### src/hdl/keyboard_scancode_key_tracker_macros.svh
// assertion macros for the keyboard scancode key tracker
// included by the top level; no other dependencies
`ifndef KEYBOARD_SCANCODE_KEY_TRACKER_MACROS_SVH
`define KEYBOARD_SCANCODE_KEY_TRACKER_MACROS_SVH
`ifndef SYNTHESIS
`define KST_ASSERT_SAME(label, clk, rst, ante, cons) \
   label: assert property (@(posedge clk) disable iff (rst) (ante) |-> (cons)) \
      else $error("kst assertion failed");
`define KST_ASSERT_NEXT(label, clk, rst, ante, cons) \
   label: assert property (@(posedge clk) disable iff (rst) (ante) |=> (cons)) \
      else $error("kst assertion failed");
`else
`define KST_ASSERT_SAME(label, clk, rst, ante, cons)
`define KST_ASSERT_NEXT(label, clk, rst, ante, cons)
`endif
`endif

### src/hdl/kst_pkg.sv
// shared constants, types and key class functions of the key tracker
// no dependencies
`timescale 1ns / 1ps
package kst_pkg;
   localparam int TABLE_DEPTH_DEF   = 16;
   localparam int RELEASE_DEPTH_DEF = 6;

   localparam logic [1:0] FUNC_BYTE    = 2'd0;
   localparam logic [1:0] FUNC_TICK    = 2'd1;
   localparam logic [1:0] FUNC_CONSUME = 2'd2;
   localparam logic [1:0] FUNC_READ    = 2'd3;

   localparam logic [7:0] TYPE_RELEASE = 8'h02;

   localparam logic [1:0] POS_FIRST = 2'd0;
   localparam logic [1:0] POS_TYPE  = 2'd1;
   localparam logic [1:0] POS_CODE  = 2'd2;

   typedef enum logic [5:0] {
      ST_IDLE  = 6'b000001,
      ST_EXEC  = 6'b000010,
      ST_TICK  = 6'b000100,
      ST_CONS  = 6'b001000,
      ST_LATCH = 6'b010000,
      ST_FIN   = 6'b100000
   } state_type;

   typedef struct packed {
      logic       shift;
      logic       load;
      logic [7:0] data;
   } cell_ctrl_type;

   function automatic logic is_modifier(input logic [7:0] c);
      return (c == 8'h04) || (c == 8'h05) || (c == 8'h12);
   endfunction

   function automatic logic is_latched(input logic [7:0] c);
      logic r;
      case (c)
         8'h00, 8'h01, 8'h03, 8'h10, 8'h11, 8'h20, 8'h21, 8'h22,
         8'h30, 8'h31, 8'h40: r = 1'b1;
         default:             r = 1'b0;
      endcase
      return r;
   endfunction
endpackage

### src/hdl/kst_cell.sv
// one key cell of a shift chain: holds a code, shifts from its neighbor,
// loads, and passes the match chain on; depends on kst_pkg
`timescale 1ns / 1ps
module kst_cell (
   input  logic                   clock,
   input  kst_pkg::cell_ctrl_type ctrl,
   input  logic [7:0]             neighbor,
   input  logic [7:0]             code,
   input  logic                   active,
   input  logic                   found_in,
   output logic [7:0]             key,
   output logic                   found_out
);
   import kst_pkg::*;

   logic [7:0] key_ff, key_in;

   always_comb begin
      key_in = key_ff;
      if (ctrl.shift) key_in = neighbor;
      if (ctrl.load) key_in = ctrl.data;
   end

   always_ff @(posedge clock) begin
      key_ff <= key_in;
   end

   assign key       = key_ff;
   assign found_out = found_in | (active & (key_ff == code));
endmodule

### src/hdl/keyboard_scancode_key_tracker.sv
// keyboard scancode key tracker: a request passes ST_EXEC, then ST_FIN into the
// result register; a tick first walks the queued releases, a consume the held
// entries and, when those are replayed, the latched keys, one entry per cycle along
// the cell chains; one request at a time
// synchronous active-high reset clears counts, frame assembly and handshake
// state; the cell chains keep no reset and only entries below the counts are read
`timescale 1ns / 1ps
`include "keyboard_scancode_key_tracker_macros.svh"
module keyboard_scancode_key_tracker #(
   parameter int TABLE_DEPTH   = kst_pkg::TABLE_DEPTH_DEF,
   parameter int RELEASE_DEPTH = kst_pkg::RELEASE_DEPTH_DEF
) (
   input  logic       clock,
   input  logic       reset,
   input  logic       req_valid,
   output logic       req_ready,
   input  logic [1:0] req_func,
   input  logic [7:0] req_rx_byte,
   input  logic [4:0] req_sent_count,
   input  logic [3:0] req_read_index,
   output logic       rsp_valid,
   input  logic       rsp_ready,
   output logic [7:0] rsp_key_code,
   output logic [4:0] rsp_keys_held,
   output logic       rsp_frame_done,
   output logic       rsp_release_missed,
   output logic       rsp_overflow
);
   import kst_pkg::*;

   localparam int CW  = $clog2(TABLE_DEPTH + 1);
   localparam int IW  = $clog2(TABLE_DEPTH);
   localparam int RCW = $clog2(RELEASE_DEPTH + 1);
   localparam int RIW = (RELEASE_DEPTH > 1) ? $clog2(RELEASE_DEPTH) : 1;

   // control state
   state_type      state_ff, state_in;
   logic [1:0]     pos_ff, pos_in;
   logic [7:0]     type_ff, type_in;
   logic [CW-1:0]  hcount_ff, hcount_in;
   logic [RCW-1:0] rcount_ff, rcount_in;
   logic [CW-1:0]  lcount_ff, lcount_in;
   logic           rsp_valid_ff, rsp_valid_in;

   // captured request and work registers
   logic [1:0]     func_ff, func_in;
   logic [7:0]     byte_ff, byte_in;
   logic [4:0]     sent_ff, sent_in;
   logic [3:0]     ridx_ff, ridx_in;
   logic [CW-1:0]  lim_ff, lim_in;
   logic [CW-1:0]  prev_ff, prev_in;
   logic [CW-1:0]  k_ff, k_in;
   logic           normal_ff, normal_in;
   logic [7:0]     res_key_ff, res_key_in;
   logic           done_ff, done_in;
   logic           missed_ff, missed_in;
   logic           ovf_ff, ovf_in;

   // result register
   logic [7:0]     rsp_key_ff, rsp_key_in;
   logic [4:0]     rsp_held_ff, rsp_held_in;
   logic           rsp_done_ff, rsp_done_in;
   logic           rsp_missed_ff, rsp_missed_in;
   logic           rsp_ovf_ff, rsp_ovf_in;

   // chain controls
   logic           t_shift_all, t_shift_found, t_load;
   logic [IW-1:0]  t_widx;
   logic [7:0]     t_wdata, t_code;
   logic           q_shift, q_load;
   logic [RIW-1:0] q_widx;
   logic           l_shift, l_load;
   logic [IW-1:0]  l_widx;

   logic [7:0]     tkey [TABLE_DEPTH];
   logic           tfound [TABLE_DEPTH+1];
   logic [7:0]     qkey [RELEASE_DEPTH];
   logic           qfound [RELEASE_DEPTH+1];
   logic [7:0]     lkey [TABLE_DEPTH];
   logic           lfound [TABLE_DEPTH+1];

   logic           any_match;
   logic [7:0]     head;
   logic           in_sent;
   logic           out_free;

   assign tfound[0] = 1'b0;
   assign qfound[0] = 1'b0;
   assign lfound[0] = 1'b0;
   assign any_match = tfound[TABLE_DEPTH];
   assign head      = tkey[0];
   assign in_sent   = (k_ff < lim_ff);
   assign out_free  = !rsp_valid_ff || rsp_ready;

   // held-key table: match chain runs from the front, a removal shifts
   // every cell at and behind the matching one
   for (genvar i = 0; i < TABLE_DEPTH; i++) begin : g_table
      cell_ctrl_type ctrl;
      logic [7:0]    nb;
      assign nb         = (i < TABLE_DEPTH - 1) ? tkey[(i + 1) % TABLE_DEPTH] : 8'h00;
      assign ctrl.shift = t_shift_all | (t_shift_found & tfound[i+1]);
      assign ctrl.load  = t_load && (t_widx == IW'(i));
      assign ctrl.data  = t_wdata;
      kst_cell u_cell (
         .clock     (clock),
         .ctrl      (ctrl),
         .neighbor  (nb),
         .code      (t_code),
         .active    (CW'(i) < hcount_ff),
         .found_in  (tfound[i]),
         .key       (tkey[i]),
         .found_out (tfound[i+1])
      );
   end

   // release queue: pushed at the tail, drained from the front on a tick
   for (genvar i = 0; i < RELEASE_DEPTH; i++) begin : g_queue
      cell_ctrl_type ctrl;
      logic [7:0]    nb;
      assign nb         = (i < RELEASE_DEPTH - 1) ? qkey[(i + 1) % RELEASE_DEPTH] : 8'h00;
      assign ctrl.shift = q_shift;
      assign ctrl.load  = q_load && (q_widx == RIW'(i));
      assign ctrl.data  = byte_ff;
      kst_cell u_cell (
         .clock     (clock),
         .ctrl      (ctrl),
         .neighbor  (nb),
         .code      (8'h00),
         .active    (1'b0),
         .found_in  (qfound[i]),
         .key       (qkey[i]),
         .found_out (qfound[i+1])
      );
   end

   // latched keys set aside during a consume, replayed in order
   for (genvar i = 0; i < TABLE_DEPTH; i++) begin : g_latch
      cell_ctrl_type ctrl;
      logic [7:0]    nb;
      assign nb         = (i < TABLE_DEPTH - 1) ? lkey[(i + 1) % TABLE_DEPTH] : 8'h00;
      assign ctrl.shift = l_shift;
      assign ctrl.load  = l_load && (l_widx == IW'(i));
      assign ctrl.data  = head;
      kst_cell u_cell (
         .clock     (clock),
         .ctrl      (ctrl),
         .neighbor  (nb),
         .code      (8'h00),
         .active    (1'b0),
         .found_in  (lfound[i]),
         .key       (lkey[i]),
         .found_out (lfound[i+1])
      );
   end

   assign req_ready = (state_ff == ST_IDLE);

   always_comb begin
      state_in      = state_ff;
      pos_in        = pos_ff;
      type_in       = type_ff;
      hcount_in     = hcount_ff;
      rcount_in     = rcount_ff;
      lcount_in     = lcount_ff;
      rsp_valid_in  = rsp_valid_ff;
      func_in       = func_ff;
      byte_in       = byte_ff;
      sent_in       = sent_ff;
      ridx_in       = ridx_ff;
      lim_in        = lim_ff;
      prev_in       = prev_ff;
      k_in          = k_ff;
      normal_in     = normal_ff;
      res_key_in    = res_key_ff;
      done_in       = done_ff;
      missed_in     = missed_ff;
      ovf_in        = ovf_ff;
      rsp_key_in    = rsp_key_ff;
      rsp_held_in   = rsp_held_ff;
      rsp_done_in   = rsp_done_ff;
      rsp_missed_in = rsp_missed_ff;
      rsp_ovf_in    = rsp_ovf_ff;
      t_shift_all   = 1'b0;
      t_shift_found = 1'b0;
      t_load        = 1'b0;
      t_widx        = IW'(hcount_ff);
      t_wdata       = byte_ff;
      t_code        = byte_ff;
      q_shift       = 1'b0;
      q_load        = 1'b0;
      q_widx        = RIW'(rcount_ff);
      l_shift       = 1'b0;
      l_load        = 1'b0;
      l_widx        = IW'(lcount_ff);

      if (rsp_valid_ff && rsp_ready) rsp_valid_in = 1'b0;

      unique case (state_ff)
         ST_IDLE: begin
            if (req_valid) begin
               func_in  = req_func;
               byte_in  = req_rx_byte;
               sent_in  = req_sent_count;
               ridx_in  = req_read_index;
               state_in = ST_EXEC;
            end
         end
         ST_EXEC: begin
            res_key_in = 8'h00;
            done_in    = 1'b0;
            missed_in  = 1'b0;
            ovf_in     = 1'b0;
            state_in   = ST_FIN;
            unique case (func_ff)
               FUNC_BYTE: begin
                  case (pos_ff)
                     POS_FIRST: pos_in = POS_TYPE;
                     POS_TYPE: begin
                        type_in = byte_ff;
                        pos_in  = POS_CODE;
                     end
                     default: begin
                        pos_in  = POS_FIRST;
                        done_in = 1'b1;
                        if (type_ff == TYPE_RELEASE) begin
                           if (32'(rcount_ff) < RELEASE_DEPTH) begin
                              q_load    = 1'b1;
                              rcount_in = RCW'(rcount_ff + 1'b1);
                           end else begin
                              ovf_in = 1'b1;
                           end
                        end else if (!any_match) begin
                           // new key appended unless the table is full
                           if (32'(hcount_ff) < TABLE_DEPTH) begin
                              t_load    = 1'b1;
                              hcount_in = CW'(hcount_ff + 1'b1);
                           end else begin
                              ovf_in = 1'b1;
                           end
                        end
                     end
                  endcase
               end
               FUNC_TICK: state_in = ST_TICK;
               FUNC_CONSUME: begin
                  // sent count clamped to the held count
                  if (32'(sent_ff) > 32'(hcount_ff)) lim_in = hcount_ff;
                  else lim_in = CW'(sent_ff);
                  prev_in   = hcount_ff;
                  k_in      = '0;
                  lcount_in = '0;
                  normal_in = 1'b0;
                  state_in  = ST_CONS;
               end
               default: begin
                  if ((32'(ridx_ff) < 32'(hcount_ff)) && (32'(ridx_ff) < TABLE_DEPTH))
                     res_key_in = tkey[IW'(ridx_ff)];
               end
            endcase
         end
         ST_TICK: begin
            // one queued release per cycle: remove from the table, pop the queue
            if (rcount_ff == '0) begin
               state_in = ST_FIN;
            end else begin
               t_code        = qkey[0];
               t_shift_found = 1'b1;
               q_shift       = 1'b1;
               rcount_in     = RCW'(rcount_ff - 1'b1);
               if (any_match) hcount_in = CW'(hcount_ff - 1'b1);
               else missed_in = 1'b1;
            end
         end
         ST_CONS: begin
            if (k_ff == prev_ff) begin
               if ((lcount_ff != '0) && !normal_ff) state_in = ST_LATCH;
               else state_in = ST_FIN;
            end else begin
               // pop the front entry, push it back at the tail when it stays
               t_shift_all = 1'b1;
               t_wdata     = head;
               t_widx      = IW'(hcount_ff - 1'b1);
               k_in        = CW'(k_ff + 1'b1);
               if (!in_sent || is_modifier(head)) begin
                  t_load = 1'b1;
               end else begin
                  hcount_in = CW'(hcount_ff - 1'b1);
                  if (is_latched(head)) begin
                     l_load    = 1'b1;
                     lcount_in = CW'(lcount_ff + 1'b1);
                  end else begin
                     normal_in = 1'b1;
                  end
               end
            end
         end
         ST_LATCH: begin
            // replay latched keys behind the kept entries
            if (lcount_ff == '0) begin
               state_in = ST_FIN;
            end else begin
               l_shift   = 1'b1;
               t_load    = 1'b1;
               t_wdata   = lkey[0];
               hcount_in = CW'(hcount_ff + 1'b1);
               lcount_in = CW'(lcount_ff - 1'b1);
            end
         end
         ST_FIN: begin
            if (out_free) begin
               rsp_key_in    = res_key_ff;
               rsp_held_in   = 5'(hcount_ff);
               rsp_done_in   = done_ff;
               rsp_missed_in = missed_ff;
               rsp_ovf_in    = ovf_ff;
               rsp_valid_in  = 1'b1;
               state_in      = ST_IDLE;
            end
         end
         default: state_in = ST_IDLE;
      endcase
   end

   always_ff @(posedge clock) begin
      if (reset) begin
         state_ff     <= ST_IDLE;
         pos_ff       <= POS_FIRST;
         type_ff      <= 8'h00;
         hcount_ff    <= '0;
         rcount_ff    <= '0;
         lcount_ff    <= '0;
         rsp_valid_ff <= 1'b0;
      end else begin
         state_ff     <= state_in;
         pos_ff       <= pos_in;
         type_ff      <= type_in;
         hcount_ff    <= hcount_in;
         rcount_ff    <= rcount_in;
         lcount_ff    <= lcount_in;
         rsp_valid_ff <= rsp_valid_in;
      end
   end

   always_ff @(posedge clock) begin
      func_ff       <= func_in;
      byte_ff       <= byte_in;
      sent_ff       <= sent_in;
      ridx_ff       <= ridx_in;
      lim_ff        <= lim_in;
      prev_ff       <= prev_in;
      k_ff          <= k_in;
      normal_ff     <= normal_in;
      res_key_ff    <= res_key_in;
      done_ff       <= done_in;
      missed_ff     <= missed_in;
      ovf_ff        <= ovf_in;
      rsp_key_ff    <= rsp_key_in;
      rsp_held_ff   <= rsp_held_in;
      rsp_done_ff   <= rsp_done_in;
      rsp_missed_ff <= rsp_missed_in;
      rsp_ovf_ff    <= rsp_ovf_in;
   end

   assign rsp_valid          = rsp_valid_ff;
   assign rsp_key_code       = rsp_key_ff;
   assign rsp_keys_held      = rsp_held_ff;
   assign rsp_frame_done     = rsp_done_ff;
   assign rsp_release_missed = rsp_missed_ff;
   assign rsp_overflow       = rsp_ovf_ff;

   // held and release counts stay within their chains
   `KST_ASSERT_SAME(a_hcount_range, clock, reset, 1'b1, 32'(hcount_ff) <= TABLE_DEPTH)
   `KST_ASSERT_SAME(a_rcount_range, clock, reset, 1'b1, 32'(rcount_ff) <= RELEASE_DEPTH)
   // an accepted request is dispatched next cycle
   `KST_ASSERT_NEXT(a_accept_exec, clock, reset, req_valid && req_ready, state_ff == ST_EXEC)
   // a finished request lands in the result register
   `KST_ASSERT_NEXT(a_fin_result, clock, reset, (state_ff == ST_FIN) && out_free, rsp_valid_ff)
endmodule

### config.mk
export PLATFORM = sky130hd
export DESIGN_NAME = keyboard_scancode_key_tracker
export DESIGN_NICKNAME = d
export VERILOG_FILES = /design/src/hdl/kst_pkg.sv /design/src/hdl/kst_cell.sv /design/src/hdl/keyboard_scancode_key_tracker.sv
export VERILOG_INCLUDE_DIRS = /design/src /design/src/hdl
export SDC_FILE = /design/constraint.sdc
export NUM_CORES = 1
export LEC_CHECK = 0
export BUFFER_PORTS_ARGS = -buffer_cell sky130_fd_sc_hd__buf_2
export CORE_ASPECT_RATIO = 0.8
export CORE_MARGIN = 8
export CORE_UTILIZATION = 25
export CTS_CLUSTER_DIAMETER = 30
export DETAILED_ROUTE_END_ITERATION = 10
export HOLD_SLACK_MARGIN = 0.02
export SLEW_MARGIN = 20
export SYNTH_ARGS = -nofsm -noshare
export SYNTH_HDL_FRONTEND = slang
export SYNTH_SLANG_ARGS = --single-unit
### constraint.sdc
create_clock -name clock -period 5.1 [get_ports clock]
set_clock_uncertainty 0.1 [all_clocks]
set_input_delay 0.51 -clock clock [delete_from_list [all_inputs] [get_ports clock]]
set_output_delay 0.51 -clock clock [all_outputs]
set_load 0.005 [all_outputs]
---- Word-level counts from Yosys, hierarchy flattened ----
Index checks and enable logic that the tools add are counted.
storage, ports and cells
  register bits ........................... 396
  input bits .............................. 23
cells by class
  add/subtract/negate cells ............... 7
  order comparisons ....................... 22
  equality and inequality tests ........... 96
  multiplexer cells ....................... 164
  bitwise logic cells ..................... 66
  reductions and logical operators ........ 113
operator list
  kind                                                       count
  2-to-1 mux 8 bit                                           82
  == test 8 bit                                              16
  2-to-1 mux 5 bit                                           17
  nonzero test 2 bit                                         40
  == test 4 bit, second input constant                       16
  != test 2 bit, second input constant                       21
  == test 8 x 6 -> 1 bit, second input constant              5
  logical AND 1 bit                                          40
  less-than comparator 4 x 5 -> 1 bit, first input constant  8
  2-to-1 mux 1 bit                                           40
  2-to-1 mux 6 bit                                           6
  one-hot mux 6 bit (6 select lines)                         1
  bitwise AND 1 bit                                          32
  binary-select mux 8 bit (select 4 bit)                     1
  == test 4 x 3 -> 1 bit, second input constant              8
  bitwise OR 1 bit                                           31
  == test 8 x 5 -> 1 bit, second input constant              3
  less-than comparator 3 x 5 -> 1 bit, first input constant  4
  one-hot mux 5 bit (4 select lines)                         1
  == test 4 x 2 -> 1 bit, second input constant              4
  == test 8 x 2 -> 1 bit, second input constant              2
  == test 8 x 3 -> 1 bit, second input constant              2
  one-hot mux 8 bit (2 select lines)                         1
  adder 5 x 1 -> 5 bit, second input constant                3
  56 further kinds                                           84

---- Longest topological paths before layout ----
  depth in word-level cells ............... 27
  mapped depth ............................ 17
  depth with buffers taken out ............ 12

---- Cells and area by module ----
From an unflattened synthesis, not the netlist that was laid out.
unflattened totals
  cell total of the unflattened synthesis .. 1,706
  area total of the unflattened synthesis .. 22,685.5 µm²
modules (own cells, without submodules)
  module                         times used  cells an instance  area an instance (µm²)
  kst_cell                       38          29                 432.9
  keyboard_scancode_key_tracker  1           604                6,234.7

---- Least setup slack after synthesis ----
Ideal clock, no wire load.
  path type ............................... register to register
  start point ............................. register rcount_ff[0], in the netlist q_widx[0]
  end point ............................... register g_table[2].u_cell.key_ff[0] (enable)
  library setup time ...................... 0.404 ns
  arrival time ............................ 4.242 ns
  path slack .............................. 0.354 ns
  cell stages (with the launch flop) ...... 15
  path buffers ............................ 4
  cell sequence ........................... dfxtp_1 inv_1 ha_1 nand2b_1 and3_1 buf_6 buf_4 mux2i_1 xor2_1 a41o_1 nor3_1 clkbuf_1 a31oi_1 buf_4 o311ai_0
between the ends
  longest elaborated chain between the ends .. 27
RTL lines
  what                                     RTL line                              RTL
  from (decl)                              keyboard_scancode_key_tracker.sv:41   logic [RCW-1:0] rcount_ff, rcount_in;
  from (signal assigned)                   keyboard_scancode_key_tracker.sv:338  rcount_ff <= rcount_in;
  logical NOT 3 bit (*)                    keyboard_scancode_key_tracker.sv:263  if (rcount_ff == '0) begin
  2-to-1 mux 8 bit                         keyboard_scancode_key_tracker.sv:263
  2-to-1 mux 8 bit                         keyboard_scancode_key_tracker.sv:198  unique case (state_ff)
  == test 8 bit                            kst_cell.sv:29                        assign found_out = found_in | (active & (key_ff == code));
  bitwise AND 1 bit                        kst_cell.sv:29
  bitwise OR 1 bit (15 in a row)           kst_cell.sv:29
  2-to-1 mux 1 bit                         keyboard_scancode_key_tracker.sv:232  end else if (!any_match) begin
  2-to-1 mux 1 bit                         keyboard_scancode_key_tracker.sv:225  if (type_ff == TYPE_RELEASE) begin
  2-to-1 mux 1 bit                         keyboard_scancode_key_tracker.sv:216  case (pos_ff)
  2-to-1 mux 1 bit                         keyboard_scancode_key_tracker.sv:214  unique case (func_ff)
  one-hot mux 1 bit (3 select lines)       keyboard_scancode_key_tracker.sv:198
  logical AND 1 bit                        keyboard_scancode_key_tracker.sv:102  assign ctrl.load = t_load && (t_widx == IW'(i));
  nonzero test 2 bit (no source line) (*)  --
  to (signal assigned)                     kst_cell.sv:25                        key_ff <= key_in;
  to (decl)                                kst_cell.sv:16                        logic [7:0] key_ff, key_in;
Mark *: on every way between the ends. The rest lies on a longest branch, timed or not.
A chain may end at the register's enable or synchronous reset.

---- Worst setup path after layout ----
  start point ............................. register rcount_ff[0], in the netlist q_widx[0]
  end point ............................... register g_table[1].u_cell.key_ff[5] (enable)
between the ends
  longest elaborated chain between the ends .. 27
RTL lines
  what                                     RTL line
  logical NOT 3 bit (*)                    keyboard_scancode_key_tracker.sv:263
  2-to-1 mux 8 bit                         keyboard_scancode_key_tracker.sv:263
  2-to-1 mux 8 bit                         keyboard_scancode_key_tracker.sv:198
  == test 8 bit                            kst_cell.sv:29
  bitwise AND 1 bit                        kst_cell.sv:29
  bitwise OR 1 bit (15 in a row)           kst_cell.sv:29
  2-to-1 mux 1 bit                         keyboard_scancode_key_tracker.sv:232
  2-to-1 mux 1 bit                         keyboard_scancode_key_tracker.sv:225
  2-to-1 mux 1 bit                         keyboard_scancode_key_tracker.sv:216
  2-to-1 mux 1 bit                         keyboard_scancode_key_tracker.sv:214
  one-hot mux 1 bit (3 select lines)       keyboard_scancode_key_tracker.sv:198
  logical AND 1 bit                        keyboard_scancode_key_tracker.sv:102
  nonzero test 2 bit (no source line) (*)  --
  to (signal assigned)                     kst_cell.sv:25
  to (decl)                                kst_cell.sv:16
Marked as above.

==> run summary <==
YOSYS
------------------------------------------------------------------------------------
Avg Synthesized Cell Area                                                12.85 sq um
XOR/XNOR share of the synthesized area                                        6.835%
Synthesized cell area                                                    21400 sq um
Fraction of synthesized area in multiplexers                                  16.70%
FF+latch count, synth                                                            396
Prevailing post-synth register cell                                         edfxtp_1
Fraction of the mapped netlist area in compound gates                         7.613%
Yosys top cell area share                                                     51.36%
Count of cell types in the netlist                                                75
Most instantiated library cell after synthesis                              edfxtp_1
Gate Count Post-Synth                                                           1665
Top cell type by total area after synthesis                                 edfxtp_1
Fraction of registers with async set/reset                                        0%
Post-synthesis sequential area ratio                                          54.17%
Post-synth top cells                                                    366 x edfxtp_1, 225 x mux2_2, 116 x nand2_1
Synthesized-area fraction occupied by adder cells                             1.731%
Largest family of logic cells by synthesized area                       multiplexers
Largest cells by area after synthesis                                   edfxtp_1 51%, mux2_2 12%, mux4_2 4.2%
Count of yosys warnings during synthesis                                           0
Post-synth EDFFs                                                                 366
Synthesized-area fraction occupied by and/or/nand/nor cells                   10.16%

CLOCK TREE
------------------------------------------------------------------------------------
Number of buffers added to fix hold violations after cts                          19
Clock H-tree levels                                                                3
Cell at the root of the clock tree                                         clkbuf_16
Post-CTS Setup Bufs                                                                0
Number of instances resized during post-cts repair                                 0
Clk Latency, worst-skew pair                                                 0.64 ns
Total clock sinks                                                                396
CTS tree                                                                         yes
Number of clock buffers inserted by TritonCTS                                     89
Buffer depth of the longest clock path                                             3
Clock Pin Slew Worst Setup and Hold Paths                                    0.05 ns

FINAL LAYOUT
------------------------------------------------------------------------------------
Design Area, Final                                                       26800 sq um
Utilization after layout                                                      31.42%
Filler Cells Inserted                                                           8441
Layout area overhead                                                          25.24%
Fraction of final layout cells sized beyond drive strength 1                  31.07%
Post-route non-filler standard cell count                                       3041
Net count of the finished layout                                                1887

STA
------------------------------------------------------------------------------------
Worst slew margin                                                             32.32%
Final hold vios                                                                    0
Period utilization                                                            94.02%
Slew @ Worst Pin                                                            1.011 ns
Number of pins with negative max-slew slack in the final report                    0
Setup TNS Final                                                                 0 ns
Setup Viol. Count Final                                                            0
Highest clock frequency the design can meet                               0.2085 GHz
Setup repair after global routing missed its margin                            false
Post-layout worst setup margin                                             0.3048 ns
Final min period                                                            4.795 ns

ROUTE
------------------------------------------------------------------------------------
Via-to-Cell Ratio                                                              5.170
Final wirelength                                                        74450 microns
First-pass DRT Iterations                                                          6
DRT antenna net count                                                              0
Avg WL per Cell                                                         24.48 microns
DR iter-0 viols                                                                 2021
Detailed-route DRC error count                                                     0
Count of vias placed by the detailed router                                   15.72k

OUTCOME
------------------------------------------------------------------------------------
Outcome                                                                    completed

FLOW RUN
------------------------------------------------------------------------------------
Max-cap check violation count                                                      0

PLACE
------------------------------------------------------------------------------------
Placed Instance Area                                                     23610 sq um
Cell total after placement                                                      2852
Hpwl dp                                                                 53070 microns
Weighted congestion at the end of routability-driven global placement         0.9836
Port Buf Inserts                                                                  40
Worst slack at placement                                                   0.3166 ns

FLOORPLANNING
------------------------------------------------------------------------------------
Number of top-level design ports                                                  41
Effective utilization at floorplan                                            25.09%
Die Area                                                                 95270 sq um
Core area                                                                85280 sq um
Die span in x                                                           343.1 microns
Vertical die dimension                                                  277.7 microns
Number of placement rows                                                          96

SETUP PATH
------------------------------------------------------------------------------------
Maximum fanout along the worst path                                               10
Worst Setup Path Type                                                     reg -> reg
Data required, critical path                                                 5.28 ns
Critical path capture point type                                            register
Critical path data arrival time                                              4.98 ns
Worst Setup Start Kind                                                      register

GLOBAL ROUTE
------------------------------------------------------------------------------------
Global route total overflow                                                        0
Initial antenna violation count                                                    3
Wire length of the first global-routing pass                            108300 microns
Maximum number of pins on one net before global-route repair                      34
Number of global-route vias before repair                                     15.43k
Global-route usage over all layers                                            15.26%

PWR
------------------------------------------------------------------------------------
Worst ir drop on vdd                                                        251.2 uV
Static leakage                                                              9.524 nW
Power density normalized to cell area                                   395.6 nW/um^2

WORST HOLD PATH
------------------------------------------------------------------------------------
Hold WC Path Type                                                          in -> reg

-- routing by layer --
layer	GRT usage, %	wire length [microns]	vias to the layer above
met1	21.64	32230	7874
met4	6.476	3169	0
met3	4.270	8411	197
met2	21.51	30640	965
met5	0	0	-
li1	-	-	6685
-- area by class of cell --
class / count / area (sq um) / share of cell area [%]
tap: 1127 / 1410 / 5.262
timing repair buffer: 175 / 1349 / 5.033
clock inverter: 59 / 680.7 / 2.540
antenna: 2 / 5.005 / 0.01867
multi-input combinational: 1119 / 9249 / 34.51
sequential: 396 / 11590 / 43.25
clock buffer: 109 / 2312 / 8.628
inverter: 54 / 202.7 / 0.7563
-- critical path, stage by stage (launching register included) --
cell and delay (ns):
dfxtp_1 0.41, inv_1 0.12, ha_1 0.25, nand2b_1 0.10, and3_2 0.40, buf_4 0.24, mux2i_1 0.27, a222oi_1 0.17
a31oi_1 0.20, or3b_1 0.45, nor4b_4 0.37, a31oi_2 0.17, buf_4 0.20, buf_4 0.17, nor3_4 0.45, a211o_1 0.37
-- per-stage QoR --
| stage | hold WS, ns | power (mW) |
|---|---|---|
| after detailed placement | 0.3095 | 5.022 |
| after CTS | 0.1042 | 10.63 |
| after global placement | 0.3051 | 5.021 |
| after floorplan | 0.3003 | 4.452 |
| final | 0.1475 | 10.60 |
| after global routing | 0.1135 | 10.90 |
-- cells in the final DEF (no fill, tap or decap), types with 40 or more instances in the layout --
cell,n
mux4_2,40
xor2_1,93
clkbuf_16,89
a21oi_1,59
xnor2_1,74
buf_4,109
edfxtp_1,366
o21ai_0,47
mux2_2,225
and2_1,45
nor2_1,51
inv_1,50
buf_2,40
nand2_1,116
-- state kept, by name, summed over array words and instances (netlist names), 6 cells and up --
name	cells
res_key_ff	8
rsp_key_code	8
g_table.u_cell.key	128
g_queue.u_cell.key	48
byte_ff	8
type_ff	8
state_ff	6
g_latch.u_cell.key	128
-- power breakdown --
part | internal (mW) | switching (mW)
registers | 3.63 | 0.145
logic | 0.475 | 0.779
clock network | 3.66 | 1.91
-- kinds of logic (layout without fill, tap and decap cells) --
kind of cell / after synthesis / after routing
other: 1 / 5
and+or+nand+nor: 402 / 402
AOI/OAI and AO/OA: 240 / 240
xor gates and xnor gates: 167 / 167
muxes: 278 / 278
DFF: 396 / 396
buffers and inverters: 152 / 397
adders and majority gates: 29 / 29
-- worst paths after layout --
check                start                  endpoint  slack (ns)  depth (start not counted)
max              q_widx[0]  g_table[1].u_cell.key[5]        0.30                         15
min              rsp_ready                 rsp_valid        0.15                          3
max reg2reg      q_widx[0]  g_table[1].u_cell.key[5]        0.30                         15
min reg2reg  res_key_ff[5]           rsp_key_code[5]        0.31                          0
(Power assumes the default switching activity.)
